**src/counter_priority_task_scheduler_defines.svh**
```systemverilog
// Assertion macros for the counter priority task scheduler.
// Depends on a clock named clk_i and an active-low reset named rst_ni in scope.
`ifndef COUNTER_PRIORITY_TASK_SCHEDULER_DEFINES_SVH
`define COUNTER_PRIORITY_TASK_SCHEDULER_DEFINES_SVH

// check on every clock edge outside reset
`define CPTS_ASSERT(label, prop, msg) \
  label: assert property (@(posedge clk_i) disable iff (!rst_ni) (prop)) else $error(msg);

// check on every clock edge, reset included
`define CPTS_ASSERT_ALWAYS(label, prop, msg) \
  label: assert property (@(posedge clk_i) (prop)) else $error(msg);

`endif

```
**src/cpts_pkg.sv**
```systemverilog
// Shared types, constants and helpers of the task scheduler.
// No dependencies.
package cpts_pkg;

  localparam int TaskSlots = 64;
  localparam int IdxW      = $clog2(TaskSlots);
  localparam int CntW      = $clog2(TaskSlots + 1);

  typedef enum logic [2:0] {
    FnTick  = 3'd0,
    FnYield = 3'd1,
    FnPdis  = 3'd2,
    FnPen   = 3'd3,
    FnWrite = 3'd4
  } func_e;

  typedef enum logic [2:0] {
    StIdle,
    StExec,
    StScan,
    StRech,
    StFRead,
    StDone
  } state_e;

  typedef struct packed {
    logic               present;
    logic               running;
    logic [7:0]         prio;
    logic signed [15:0] counter;
    logic [7:0]         depth;
  } entry_t;

  localparam int EntryW = $bits(entry_t);

  typedef struct packed {
    logic            re;
    logic [IdxW-1:0] raddr;
    logic            we;
    logic [IdxW-1:0] waddr;
    entry_t          wdata;
  } tbl_req_t;

  function automatic entry_t reset_entry(logic [IdxW-1:0] idx);
    entry_t e;
    e = '0;
    if (idx == '0) begin
      e.present = 1'b1;
      e.running = 1'b1;
      e.prio    = 8'd1;
    end
    return e;
  endfunction

endpackage

```
**src/cpts_if.sv**
```systemverilog
// Valid/ready channel interfaces for the task scheduler: event words in,
// result words out. No dependencies.
interface cpts_in_if;
  logic       valid;
  logic       ready;
  logic [2:0] func;
  logic [5:0] slot_index;
  logic       slot_present;
  logic       slot_running;
  logic [7:0] slot_priority;
  logic [8:0] slot_counter;

  modport source (output valid, func, slot_index, slot_present, slot_running,
                  slot_priority, slot_counter, input ready);
  modport sink (input valid, func, slot_index, slot_present, slot_running,
                slot_priority, slot_counter, output ready);
endinterface

interface cpts_out_if;
  logic               valid;
  logic               ready;
  logic [5:0]         current_task;
  logic               switched;
  logic signed [15:0] current_counter;

  modport source (output valid, current_task, switched, current_counter, input ready);
  modport sink (input valid, current_task, switched, current_counter, output ready);
endinterface

```
**src/cpts_ram.sv**
```systemverilog
// Generic synchronous RAM, one write port and one read port, registered read.
// No dependencies.
module cpts_ram #(
  parameter int Depth = 64,
  parameter int Width = 34
) (
  input  logic                     clk_i,
  input  logic                     re_i,
  input  logic [$clog2(Depth)-1:0] raddr_i,
  input  logic                     we_i,
  input  logic [$clog2(Depth)-1:0] waddr_i,
  input  logic [Width-1:0]         wdata_i,
  output logic [Width-1:0]         rdata_o
);

  logic [Width-1:0] mem [Depth];

  always_ff @(posedge clk_i) begin
    if (we_i) begin
      mem[waddr_i] <= wdata_i;
    end
  end

  always_ff @(posedge clk_i) begin
    if (re_i) begin
      rdata_o <= mem[raddr_i];
    end
  end

endmodule

```
**src/cpts_table.sv**
```systemverilog
// Task slot table: RAM of slot entries plus written flags that give unwritten
// slots their reset contents. Depends on cpts_pkg and cpts_ram.
module cpts_table (
  input  logic              clk_i,
  input  logic              rst_ni,
  input  cpts_pkg::tbl_req_t req_i,
  output cpts_pkg::entry_t  rd_entry_o
);
  import cpts_pkg::*;

  logic [TaskSlots-1:0] valid_q;
  logic                 rd_valid_q;
  logic [IdxW-1:0]      rd_idx_q;
  logic [EntryW-1:0]    rdata;

  cpts_ram #(
    .Depth (TaskSlots),
    .Width (EntryW)
  ) u_ram (
    .clk_i   (clk_i),
    .re_i    (req_i.re),
    .raddr_i (req_i.raddr),
    .we_i    (req_i.we),
    .waddr_i (req_i.waddr),
    .wdata_i (req_i.wdata),
    .rdata_o (rdata)
  );

  always_ff @(posedge clk_i or negedge rst_ni) begin
    if (!rst_ni) begin
      valid_q    <= '0;
      rd_valid_q <= 1'b0;
      rd_idx_q   <= '0;
    end else begin
      if (req_i.we) begin
        valid_q[req_i.waddr] <= 1'b1;
      end
      if (req_i.re) begin
        rd_valid_q <= valid_q[req_i.raddr];
        rd_idx_q   <= req_i.raddr;
      end
    end
  end

  assign rd_entry_o = rd_valid_q ? entry_t'(rdata) : reset_entry(rd_idx_q);

endmodule

```
**src/counter_priority_task_scheduler.sv**
```systemverilog
// Counter priority task scheduler: one event word in, one result word out.
// Takes the event channel and result channel of cpts_if; depends on cpts_pkg,
// cpts_table and the assertion macros.
//
// Event words carry func (tick, yield, preempt disable, preempt enable, slot
// write) and the slot fields used by a slot write. Each accepted event gives
// exactly one result word: the current task, whether it changed, and its
// time counter after the event.
// One event is worked at a time; in_i.ready is high while the sequencer waits.
// All slot state lives in one RAM and its written flags, read-modify-written one slot per cycle.
// Events without a reschedule write their slot back, re-read the current task and
// give their result; the next event is taken once the result is registered. A
// reschedule sweeps the table once, and when the highest runnable counter is zero
// it sweeps again to recharge and once more to pick.
// Reset leaves slot 0 present and runnable as the current task, with
// counter 0, priority 1 and no preemption depth; no clearing pass is needed.
// A finished result sits in the output register until taken; the next event
// is accepted meanwhile, and its result waits for the register to empty.
`include "counter_priority_task_scheduler_defines.svh"

module counter_priority_task_scheduler (
  input logic        clk_i,
  input logic        rst_ni,
  cpts_in_if.sink    in_i,
  cpts_out_if.source out_o
);
  import cpts_pkg::*;

  state_e          state_q, state_d;
  logic [IdxW-1:0] cur_q, cur_d;
  logic [IdxW-1:0] before_q, before_d;
  func_e           func_q, func_d;
  logic [5:0]      slot_q, slot_d;
  logic            spres_q, spres_d;
  logic            srun_q, srun_d;
  logic [7:0]      sprio_q, sprio_d;
  logic [8:0]      scnt_q, scnt_d;
  logic [CntW-1:0] cnt_q, cnt_d;
  logic            pend_q, pend_d;
  logic [IdxW-1:0] pidx_q, pidx_d;
  logic signed [15:0] best_q, best_d;
  logic [IdxW-1:0] pick_q, pick_d;
  logic            rech_q, rech_d;
  logic            out_valid_q, out_valid_d;
  logic [5:0]      out_task_q, out_task_d;
  logic            out_sw_q, out_sw_d;
  logic signed [15:0] out_cnt_q, out_cnt_d;

  tbl_req_t           req;
  entry_t             e;
  entry_t             we_entry;
  logic signed [15:0] cm;
  logic               in_acc;
  logic               slot_ok;
  logic               sweep_more;

  cpts_table u_table (
    .clk_i      (clk_i),
    .rst_ni     (rst_ni),
    .req_i      (req),
    .rd_entry_o (e)
  );

  assign in_i.ready            = (state_q == StIdle);
  assign in_acc                = in_i.valid && in_i.ready;
  assign out_o.valid           = out_valid_q;
  assign out_o.current_task    = out_task_q;
  assign out_o.switched        = out_sw_q;
  assign out_o.current_counter = out_cnt_q;

  assign slot_ok    = (32'(slot_q) < TaskSlots);
  assign sweep_more = (cnt_q != CntW'(TaskSlots));
  assign cm         = (e.counter == 16'sh8000) ? e.counter : e.counter - 16'sd1;

  always_comb begin
    state_d     = state_q;
    cur_d       = cur_q;
    before_d    = before_q;
    func_d      = func_q;
    slot_d      = slot_q;
    spres_d     = spres_q;
    srun_d      = srun_q;
    sprio_d     = sprio_q;
    scnt_d      = scnt_q;
    cnt_d       = cnt_q;
    pend_d      = pend_q;
    pidx_d      = pidx_q;
    best_d      = best_q;
    pick_d      = pick_q;
    rech_d      = rech_q;
    out_valid_d = out_valid_q && !out_o.ready;
    out_task_d  = out_task_q;
    out_sw_d    = out_sw_q;
    out_cnt_d   = out_cnt_q;
    req         = '0;
    we_entry    = e;

    unique case (state_q)
      StIdle: begin
        if (in_acc) begin
          func_d   = func_e'(in_i.func);
          slot_d   = in_i.slot_index;
          spres_d  = in_i.slot_present;
          srun_d   = in_i.slot_running;
          sprio_d  = in_i.slot_priority;
          scnt_d   = in_i.slot_counter;
          before_d = cur_q;
          req.re   = 1'b1;
          req.raddr = (func_e'(in_i.func) == FnWrite) ? IdxW'(in_i.slot_index) : cur_q;
          state_d  = StExec;
        end
      end
      StExec: begin
        req.waddr = cur_q;
        state_d   = StFRead;
        cnt_d     = '0;
        pend_d    = 1'b0;
        best_d    = -16'sd1;
        pick_d    = '0;
        rech_d    = 1'b0;
        unique case (func_q)
          FnTick: begin
            req.we = 1'b1;
            if (cm > 16'sd0 || e.depth != 8'd0) begin
              we_entry.counter = cm;
            end else begin
              we_entry.counter = '0;
              state_d = StScan;
            end
          end
          FnYield: begin
            req.we = 1'b1;
            we_entry.counter = '0;
            state_d = StScan;
          end
          FnPdis: begin
            req.we = 1'b1;
            if (e.depth != 8'hff) begin
              we_entry.depth = e.depth + 8'd1;
            end
          end
          FnPen: begin
            req.we = 1'b1;
            if (e.depth != 8'd0) begin
              we_entry.depth = e.depth - 8'd1;
            end
          end
          FnWrite: begin
            req.we           = slot_ok;
            req.waddr        = IdxW'(slot_q);
            we_entry.present = spres_q;
            we_entry.running = srun_q;
            we_entry.prio    = sprio_q;
            we_entry.counter = 16'(scnt_q);
          end
          default: begin
          end
        endcase
      end
      StScan: begin
        req.re    = sweep_more;
        req.raddr = cnt_q[IdxW-1:0];
        pend_d    = sweep_more;
        pidx_d    = cnt_q[IdxW-1:0];
        if (sweep_more) begin
          cnt_d = cnt_q + CntW'(1);
        end
        if (pend_q && e.present && e.running && e.counter > best_q) begin
          best_d = e.counter;
          pick_d = pidx_q;
        end
        if (!sweep_more && !pend_q) begin
          cnt_d = '0;
          if (best_q == 16'sd0 && !rech_q) begin
            rech_d  = 1'b1;
            state_d = StRech;
          end else begin
            cur_d   = pick_q;
            state_d = StFRead;
          end
        end
      end
      StRech: begin
        req.re    = sweep_more;
        req.raddr = cnt_q[IdxW-1:0];
        pend_d    = sweep_more;
        pidx_d    = cnt_q[IdxW-1:0];
        if (sweep_more) begin
          cnt_d = cnt_q + CntW'(1);
        end
        req.we    = pend_q && e.present;
        req.waddr = pidx_q;
        we_entry.counter = (e.counter >>> 1) + $signed(16'(e.prio));
        if (!sweep_more && !pend_q) begin
          cnt_d   = '0;
          best_d  = -16'sd1;
          pick_d  = '0;
          state_d = StScan;
        end
      end
      StFRead: begin
        req.re    = 1'b1;
        req.raddr = cur_q;
        state_d   = StDone;
      end
      StDone: begin
        if (!out_valid_q || out_o.ready) begin
          out_valid_d = 1'b1;
          out_task_d  = 6'(cur_q);
          out_sw_d    = (cur_q != before_q);
          out_cnt_d   = e.counter;
          state_d     = StIdle;
        end
      end
      default: begin
        state_d = StIdle;
      end
    endcase

    req.wdata = we_entry;
  end

  always_ff @(posedge clk_i or negedge rst_ni) begin
    if (!rst_ni) begin
      state_q     <= StIdle;
      cur_q       <= '0;
      cnt_q       <= '0;
      pend_q      <= 1'b0;
      rech_q      <= 1'b0;
      out_valid_q <= 1'b0;
    end else begin
      state_q     <= state_d;
      cur_q       <= cur_d;
      cnt_q       <= cnt_d;
      pend_q      <= pend_d;
      rech_q      <= rech_d;
      out_valid_q <= out_valid_d;
    end
  end

  always_ff @(posedge clk_i) begin
    before_q   <= before_d;
    func_q     <= func_d;
    slot_q     <= slot_d;
    spres_q    <= spres_d;
    srun_q     <= srun_d;
    sprio_q    <= sprio_d;
    scnt_q     <= scnt_d;
    pidx_q     <= pidx_d;
    best_q     <= best_d;
    pick_q     <= pick_d;
    out_task_q <= out_task_d;
    out_sw_q   <= out_sw_d;
    out_cnt_q  <= out_cnt_d;
  end

  `CPTS_ASSERT_ALWAYS(a_no_rw_overlap, !(req.we && req.re) || req.waddr != req.raddr, "table read and write hit the same slot in one cycle")
  `CPTS_ASSERT(a_cur_from_scan, !$stable(cur_q) |-> $past(state_q) == StScan, "current task changed outside a reschedule")
  `CPTS_ASSERT(a_out_from_done, $rose(out_valid_q) |-> $past(state_q) == StDone, "result word raised outside the result stage")

endmodule
```
**src/flat_wrapper.sv**
```systemverilog
// flat-port wrapper written by rule: the top's interface ports become plain ports
module counter_priority_task_scheduler_flat import cpts_pkg::*;
  (clk_i, rst_ni, in_i_valid, in_i_func, in_i_slot_index, in_i_slot_present, in_i_slot_running, in_i_slot_priority, in_i_slot_counter, in_i_ready, out_o_valid, out_o_current_task, out_o_switched, out_o_current_counter, out_o_ready);
  cpts_in_if in_i_i ();
  cpts_out_if out_o_i ();
  input logic clk_i;
  input logic rst_ni;
  input wire logic [$bits(in_i_i.valid)-1:0] in_i_valid;
  input wire logic [$bits(in_i_i.func)-1:0] in_i_func;
  input wire logic [$bits(in_i_i.slot_index)-1:0] in_i_slot_index;
  input wire logic [$bits(in_i_i.slot_present)-1:0] in_i_slot_present;
  input wire logic [$bits(in_i_i.slot_running)-1:0] in_i_slot_running;
  input wire logic [$bits(in_i_i.slot_priority)-1:0] in_i_slot_priority;
  input wire logic [$bits(in_i_i.slot_counter)-1:0] in_i_slot_counter;
  output wire logic [$bits(in_i_i.ready)-1:0] in_i_ready;
  output wire logic [$bits(out_o_i.valid)-1:0] out_o_valid;
  output wire logic [$bits(out_o_i.current_task)-1:0] out_o_current_task;
  output wire logic [$bits(out_o_i.switched)-1:0] out_o_switched;
  output wire logic [$bits(out_o_i.current_counter)-1:0] out_o_current_counter;
  input wire logic [$bits(out_o_i.ready)-1:0] out_o_ready;
  assign in_i_i.valid = in_i_valid;
  assign in_i_i.func = in_i_func;
  assign in_i_i.slot_index = in_i_slot_index;
  assign in_i_i.slot_present = in_i_slot_present;
  assign in_i_i.slot_running = in_i_slot_running;
  assign in_i_i.slot_priority = in_i_slot_priority;
  assign in_i_i.slot_counter = in_i_slot_counter;
  assign in_i_ready = in_i_i.ready;
  assign out_o_valid = out_o_i.valid;
  assign out_o_current_task = out_o_i.current_task;
  assign out_o_switched = out_o_i.switched;
  assign out_o_current_counter = out_o_i.current_counter;
  assign out_o_i.ready = out_o_ready;
  counter_priority_task_scheduler u_core (.clk_i(clk_i), .rst_ni(rst_ni), .in_i(in_i_i), .out_o(out_o_i));
endmodule
```
**config.mk**
```make
export PLATFORM = sky130hd
export DESIGN_NAME = counter_priority_task_scheduler_flat
export DESIGN_NICKNAME = d
export VERILOG_FILES = /design/src/cpts_pkg.sv /design/src/cpts_if.sv /design/src/cpts_ram.sv /design/src/cpts_table.sv /design/src/counter_priority_task_scheduler.sv /design/src/flat_wrapper.sv
export VERILOG_INCLUDE_DIRS = /design/src /design/src/src
export SDC_FILE = /design/constraint.sdc
export NUM_CORES = 2
export LEC_CHECK = 0
export ABC_AREA = 1
export BUFFER_PORTS_ARGS = -buffer_cell sky130_fd_sc_hd__buf_2
export CORE_MARGIN = 1
export CORE_UTILIZATION = 59
export CTS_BUF_LIST = sky130_fd_sc_hd__clkbuf_4 sky130_fd_sc_hd__clkbuf_8
export CTS_CLUSTER_SIZE = 30
export DETAILED_ROUTE_END_ITERATION = 8
export PLACE_DENSITY = 0.78
export SYNTH_ARGS = -nofsm -noshare
export SYNTH_HDL_FRONTEND = slang
export SYNTH_SLANG_ARGS = --single-unit
export TNS_END_PERCENT = 10
```
**constraint.sdc**
```tcl
create_clock -name clk_i -period 4.52 [get_ports clk_i]
set_clock_uncertainty 0.05 [all_clocks]
set_input_delay 0.904 -clock clk_i [delete_from_list [all_inputs] [get_ports clk_i]]
set_output_delay 0.904 -clock clk_i [all_outputs]
set_load 0.05 [all_outputs]
```
; ---- Yosys cells after proc, flatten, opt, wreduce, memory -nomap -nowiden
; Memories as Yosys holds them, arrays and structs flattened. A register that Yosys moved wholly into a read port is not among the register bits.
; Index checks and enable logic that the tools add are counted.
[totals]
register_bits = 175
out_inout_bits = 25
n_memories = 1
mem_bits_rw = 2176
word_cells = 135
[memory_table]
columns = name, words, width, read_ports, rd_clocked_by_memory_dff, write_ports, line_no
row1 = u_core.u_table.u_ram.mem, 64, 34, 1, 1, 1, cpts_ram.sv:16  ; logic [Width-1:0] mem [Depth];
[op_classes]
n_reduce_logical = 32
addsub = 5
n_mux = 47
magnitude_cmp = 5
bitwise = 2
eq_ne = 21
[op_table]
columns = op, n
row1 = $pmux 16 s3, 2
row2 = $mux 16, 4
row3 = $or 64x64->64, 1
row4 = $mux 34, 1
row5 = $pmux 16 s2, 1
row6 = $mux 10, 3
row7 = $pmux 7 s2, 2
row8 = $mux 6, 4
row9 = $mux 8, 3
row10 = $mux 7, 3
row11 = $pmux 7 s3, 1
row12 = $mux 3, 6
row13 = $pmux 3 s6, 1
row14 = $pmux 6 s3, 1
row15 = $add 15x9->16, 1
row16 = $eq 16x16->1 const B, 1
row17 = $gt 16x1->1 const B, 1
row18 = $gt 16x16->1, 1
row19 = $logic_not 16->1, 1
row20 = $pmux 8 s2, 1
row21 = $sub 16x2->16 const B, 1
row22 = $lt 6x7->1 const B, 2
row23 = $eq 3x2->1 const B, 4
row24 = $eq 3x3->1 const B, 4
row25 = other kinds (30), 62

; ---- Depth between registers and ports, before layout
[logic_depth]
ltp_word = 10
depth_mapped = 22
ltp_nobuf = 19

; ---- Modules after synthesis
; A second synthesis with hierarchy kept.
[unflattened]
hier_cells = 8458
hier_area_um2 = 98588.3
[by_module_without_submodules]
columns = mod, cells_each, instances, area_per_inst_um2, seq_area_each_um2
row1 = cpts_ram, 7188, 1, 88282.2, 66363.6
row2 = counter_priority_task_scheduler, 854, 1, 6825.3, 3027.9
row3 = cpts_table, 416, 1, 3480.8, 1776.7

; ---- Worst setup path before layout
; No wires, ideal clock.
[synth_timing]
kind = register to register
start = register u_core.state_q[0]
end = memory u_core.u_table.u_ram.mem[0][25], data pin
period_less_slack_ps = 4605
path_stages_with_launch = 10
path_buffers = 2
path_slack_ps = -85
setup_ps = 702
arrival_ps = 3853
cell_sequence = dfrtp_1 inv_2 nor2_4 inv_2 nor2_2 buf_6 inv_1 nor2_1 clkbuf_1 o21ai_0
[synth_rtl]
columns = item, line_no
row1 = start: declaration, counter_priority_task_scheduler.sv:29  ; state_e state_q, state_d;
row2 = start signal: assignment, counter_priority_task_scheduler.sv:225  ; state_q <= StIdle;
row3 = start signal: assignment, counter_priority_task_scheduler.sv:232  ; state_q <= state_d;
row4 = end: declaration, cpts_ram.sv:16

==> flow_summary.json <==
{
  "start_util": 0.594,
  "via_count": 68451,
  "slew_headroom": -0.0284,
  "synth_edf_count": 2295,
  "grt_setup_unrepaired": "false",
  "fin_hold_ws_ps": 60.2,
  "p_seq_frac": 0.577,
  "total_power_mw": 41.4,
  "syn_to_final_growth_pct": 13.0,
  "cp-start-kind": "flop",
  "dp_hpwl_mm": 162,
  "seq_area_frac_synth": 0.727,
  "cts.path.max_buffers": 4,
  "grt_antenna_before_repair": 17,
  "crit_type": "reg2reg",
  "p_switching_mw": 8.23,
  "synth_cell_types": 51,
  "vdd_drop_max_mv": 0.341,
  "die_h_um": 409,
  "netlist_area_mm2": 0.0979,
  "postSynthCellCount": 7874,
  "critPathSlowestCell": "dfrtp_2",
  "path_cells": "buf_4 > nand2_2 > nand2_1 > inv_1 > nand2_1 > nor2_2 > nand2_2 > o21ai_0 > nand2_1 > nor2_1 > nand3_1 > nand2_1 > nand2_2 > nand2_1 > nand2_1 > nand2_1 > o211ai_1 > buf_4",
  "worstMarginPinSlew_ps": 1540,
  "grt_start_max_net_pins": 118,
  "ant_nets": 0,
  "crit_family": "simple AND/OR/NAND/NOR gates",
  "violations": "max-capacitance violations, max-slew violations",
  "finish.instance_area_mm2": 0.111,
  "cp-startpoint": "u_core.u_table.rd_valid_q",
  "slew_viol_final": 33,
  "worst-path-buf-inv": 3,
  "grt_pass1_vias": 65024,
  "dieArea_mm2": 0.168,
  "synth_warnings": 0,
  "leakagePower_nw": 39.5,
  "finalWeightedCongestion": 0.991,
  "grt-ovfl-total": 0,
  "swShare": 0.199,
  "syn-num-nets": 7920,
  "ys_ff_latch": 2385,
  "rows": 149,
  "tns_ps": 0,
  "status": "finished, violations left",
  "power_frac_comb": 0.003,
  "viasPerCell": 6.46,
  "min_path_type": "in2reg",
  "routed_wl_mm": 287,
  "clk_pin_slew_ps": 60,
  "cts.sinks": 2385,
  "wl_per_cell_um": 27.1,
  "finalSetupViolations": 0,
  "cts_htree_levels": 5,
  "dr.pass1.iters": 7,
  "drive_above_1_share": 0.151,
  "synthArstFlopShare": 0.0377,
  "hold_violations": 0,
  "die_w_um": 409,
  "drc": 0,
  "post_dp_cell_area_mm2": 0.103,
  "path_max_fanout": 32,
  "io_buffer_count": 56,
  "cpPeakStageDelay_ps": 730,
  "clock_latency_ps": 1100,
  "nets": 8178,
  "core_mm2": 0.165,
  "finalCritPeriodShare": 0.905,
  "min_period_ps": 4090,
  "fmax_mhz": 244,
  "rr_startpoint": "u_core.u_table.rd_valid_q",
  "power_density_mw_per_mm2": 374,
  "drv_cap": 1,
  "crit_path_end_kind": "flop",
  "tritoncts": "built",
  "syn_avg_cell_area_um2": 12.4,
  "gr-usage-all-layers": 0.338,
  "drtIter0Drc": 11083,
  "finish.utilization": 0.671,
  "grt_pass1_wl_mm": 416,
  "cts_repair_resize_count": 0,
  "clk_root_buffer_cell": "clkbuf_8",
  "cpMostUsedCell": "nand2_1",
  "pwr-share-clk": 0.420,
  "hold_start": "in_i_slot_index[2]",
  "synth_ff_type": "edfxtp_1",
  "cts_buffers": 383,
  "r2r_slack_ps": 430,
  "internal_power_mw": 33.2,
  "num_io_pins": 57,
  "cp.required_ps": 5260,
  "crit_arrival_ps": 4830
}
-- worst register-to-register path: cells and delay by family (launching register included) --
family | cells | cell delay, ps
buffers and inverters | 3 | 890
AO/OA/AOI/OAI | 2 | 580
AND/OR/NAND/NOR | 13 | 1550
flip-flops | 1 | 730
-- what timing repair did --
| item | 4_1_cts | 5_1_grt |
|---|---|---|
| hold buffers | 15 | 0 |
| endpoints found under the hold margin | 56 | 0 |
| setup buffers | 0 | 0 |
-- per-layer routing --
metal / part of all wire / up-vias / global-route usage / routed length, um
met2: 0.44 / 5343 / 0.505 / 128000
met5: 0.00025 / - / 0 / 73
met1: 0.35 / 32917 / 0.452 / 101000
li1: - / 29254 / - / -
met3: 0.14 / 927 / 0.0869 / 40700
met4: 0.061 / 10 / 0.194 / 17500
-- cells in the mapped netlist (17+ instances only) --
cell | instances | area share
edfxtp_1 | 2295 | 0.70
o21ai_0 | 1124 | 0.057
nand2_1 | 366 | 0.014
buf_6 | 17 | 0.0020
buf_2 | 206 | 0.011
nor2_1 | 1577 | 0.060
o21ai_1 | 106 | 0.0054
o211ai_1 | 557 | 0.043
a21oi_1 | 92 | 0.0047
or2_2 | 184 | 0.012
buf_4 | 49 | 0.0038
dfrtp_1 | 90 | 0.023
xor2_1 | 17 | 0.0015
buf_1 | 22 | 0.00084
inv_1 | 216 | 0.0083
nand3_1 | 599 | 0.031
clkbuf_1 | 225 | 0.0086
-- per-stage QoR --
stage | cells | setup slack (ps)
finish | 10590 | 427
global placement | 9921 | 60.3
CTS | 10585 | 542
floorplan | 7874 | -84.7
detailed placement | 9921 | 78.1
global route | 10588 | 153
-- kinds of logic after synthesis --
| family | after synthesis | synth area share |
|---|---|---|
| XOR/XNOR | 19 | 0.00170 |
| buffers and inverters | 755 | 0.0350 |
| AO/OA/AOI/OAI | 1904 | 0.112 |
| AND/OR/NAND/NOR | 2797 | 0.122 |
| adder cells (fa/ha/maj) | 14 | 0.00179 |
| flip-flops | 2385 | 0.727 |
-- area by class of cell --
| cell class | count | area [um^2] |
|---|---|---|
| repair buffers | 396 | 4660 |
| multi-input cells | 4734 | 24100 |
| inverters | 232 | 906 |
| flip-flops and latches | 2385 | 71200 |
| clock buffers | 509 | 6300 |
| well taps | 2189 | 2740 |
| fillers | 11054 | 54100 |
| diodes | 5 | 12.5 |
| clock inverters | 140 | 734 |
-- sequential cells by signal, indices dropped and copies added (netlist names), 3 cells and up --
register,cells
u_core.sprio_q,8
u_core.out_o.current_task,6
u_core.before_q,6
u_core.pick_q,6
u_core.cur_q,6
u_core.best_q,16
u_core.u_table.valid_q,64
u_core.out_o.current_counter,16
u_core.u_table.u_ram.mem,2176
u_core.state_q,3
u_core.cnt_q,7
u_core.u_table.u_ram.rdata_o,34
u_core.slot_q,6
u_core.func_q,3
u_core.scnt_q,9
u_core.pidx_q,6
u_core.u_table.rd_idx_q,6
-- layout by cell type (no fill, tap or decap), types with 6 or more instances in the layout --
cell,n
edfxtp_1,2295
nor2_1,1510
o21ai_0,1108
nand3_1,594
o211ai_1,557
clkbuf_8,397
nand2_1,365
inv_1,216
or2_2,184
buf_4,183
buf_12,143
clkbuf_4,112
o21ai_1,106
clkinv_1,94
a21oi_1,90
dfrtp_1,89
nor2_4,67
buf_2,55
clkinv_2,34
xor2_1,17
nand4_1,16
o21ai_4,16
dlygate4sd3_1,15
ha_1,14
nand2_2,12
inv_2,10
nor2_2,10
nor4_1,10
o22ai_1,8
clkinvlp_4,7
nor3_1,6
-- power by group through the flow --
stage	combinational [mW]	sequential (mW)	clock, mW
floorplan	0.0373	24.3	0
global placement	0.105	24.3	0
global route	0.128	23.9	18.4
CTS	0.118	23.9	17.5
detailed placement	0.107	24.3	0
finish	0.118	23.9	17.4
-- worst paths after layout --
path                                               endpoint  cells past startpoint
min                                        u_core.slot_q[2]                      1
min reg2reg                      u_core.u_table.valid_q[44]                      2
max reg2reg                u_core.u_table.u_ram.mem[18][13]                     18
max in group asynchronous        u_core.u_table.valid_q[40]                      3
max                        u_core.u_table.u_ram.mem[18][13]                     18
min in group asynchronous                   u_core.cur_q[2]                      2
Power figures use the tool's default switching activity.
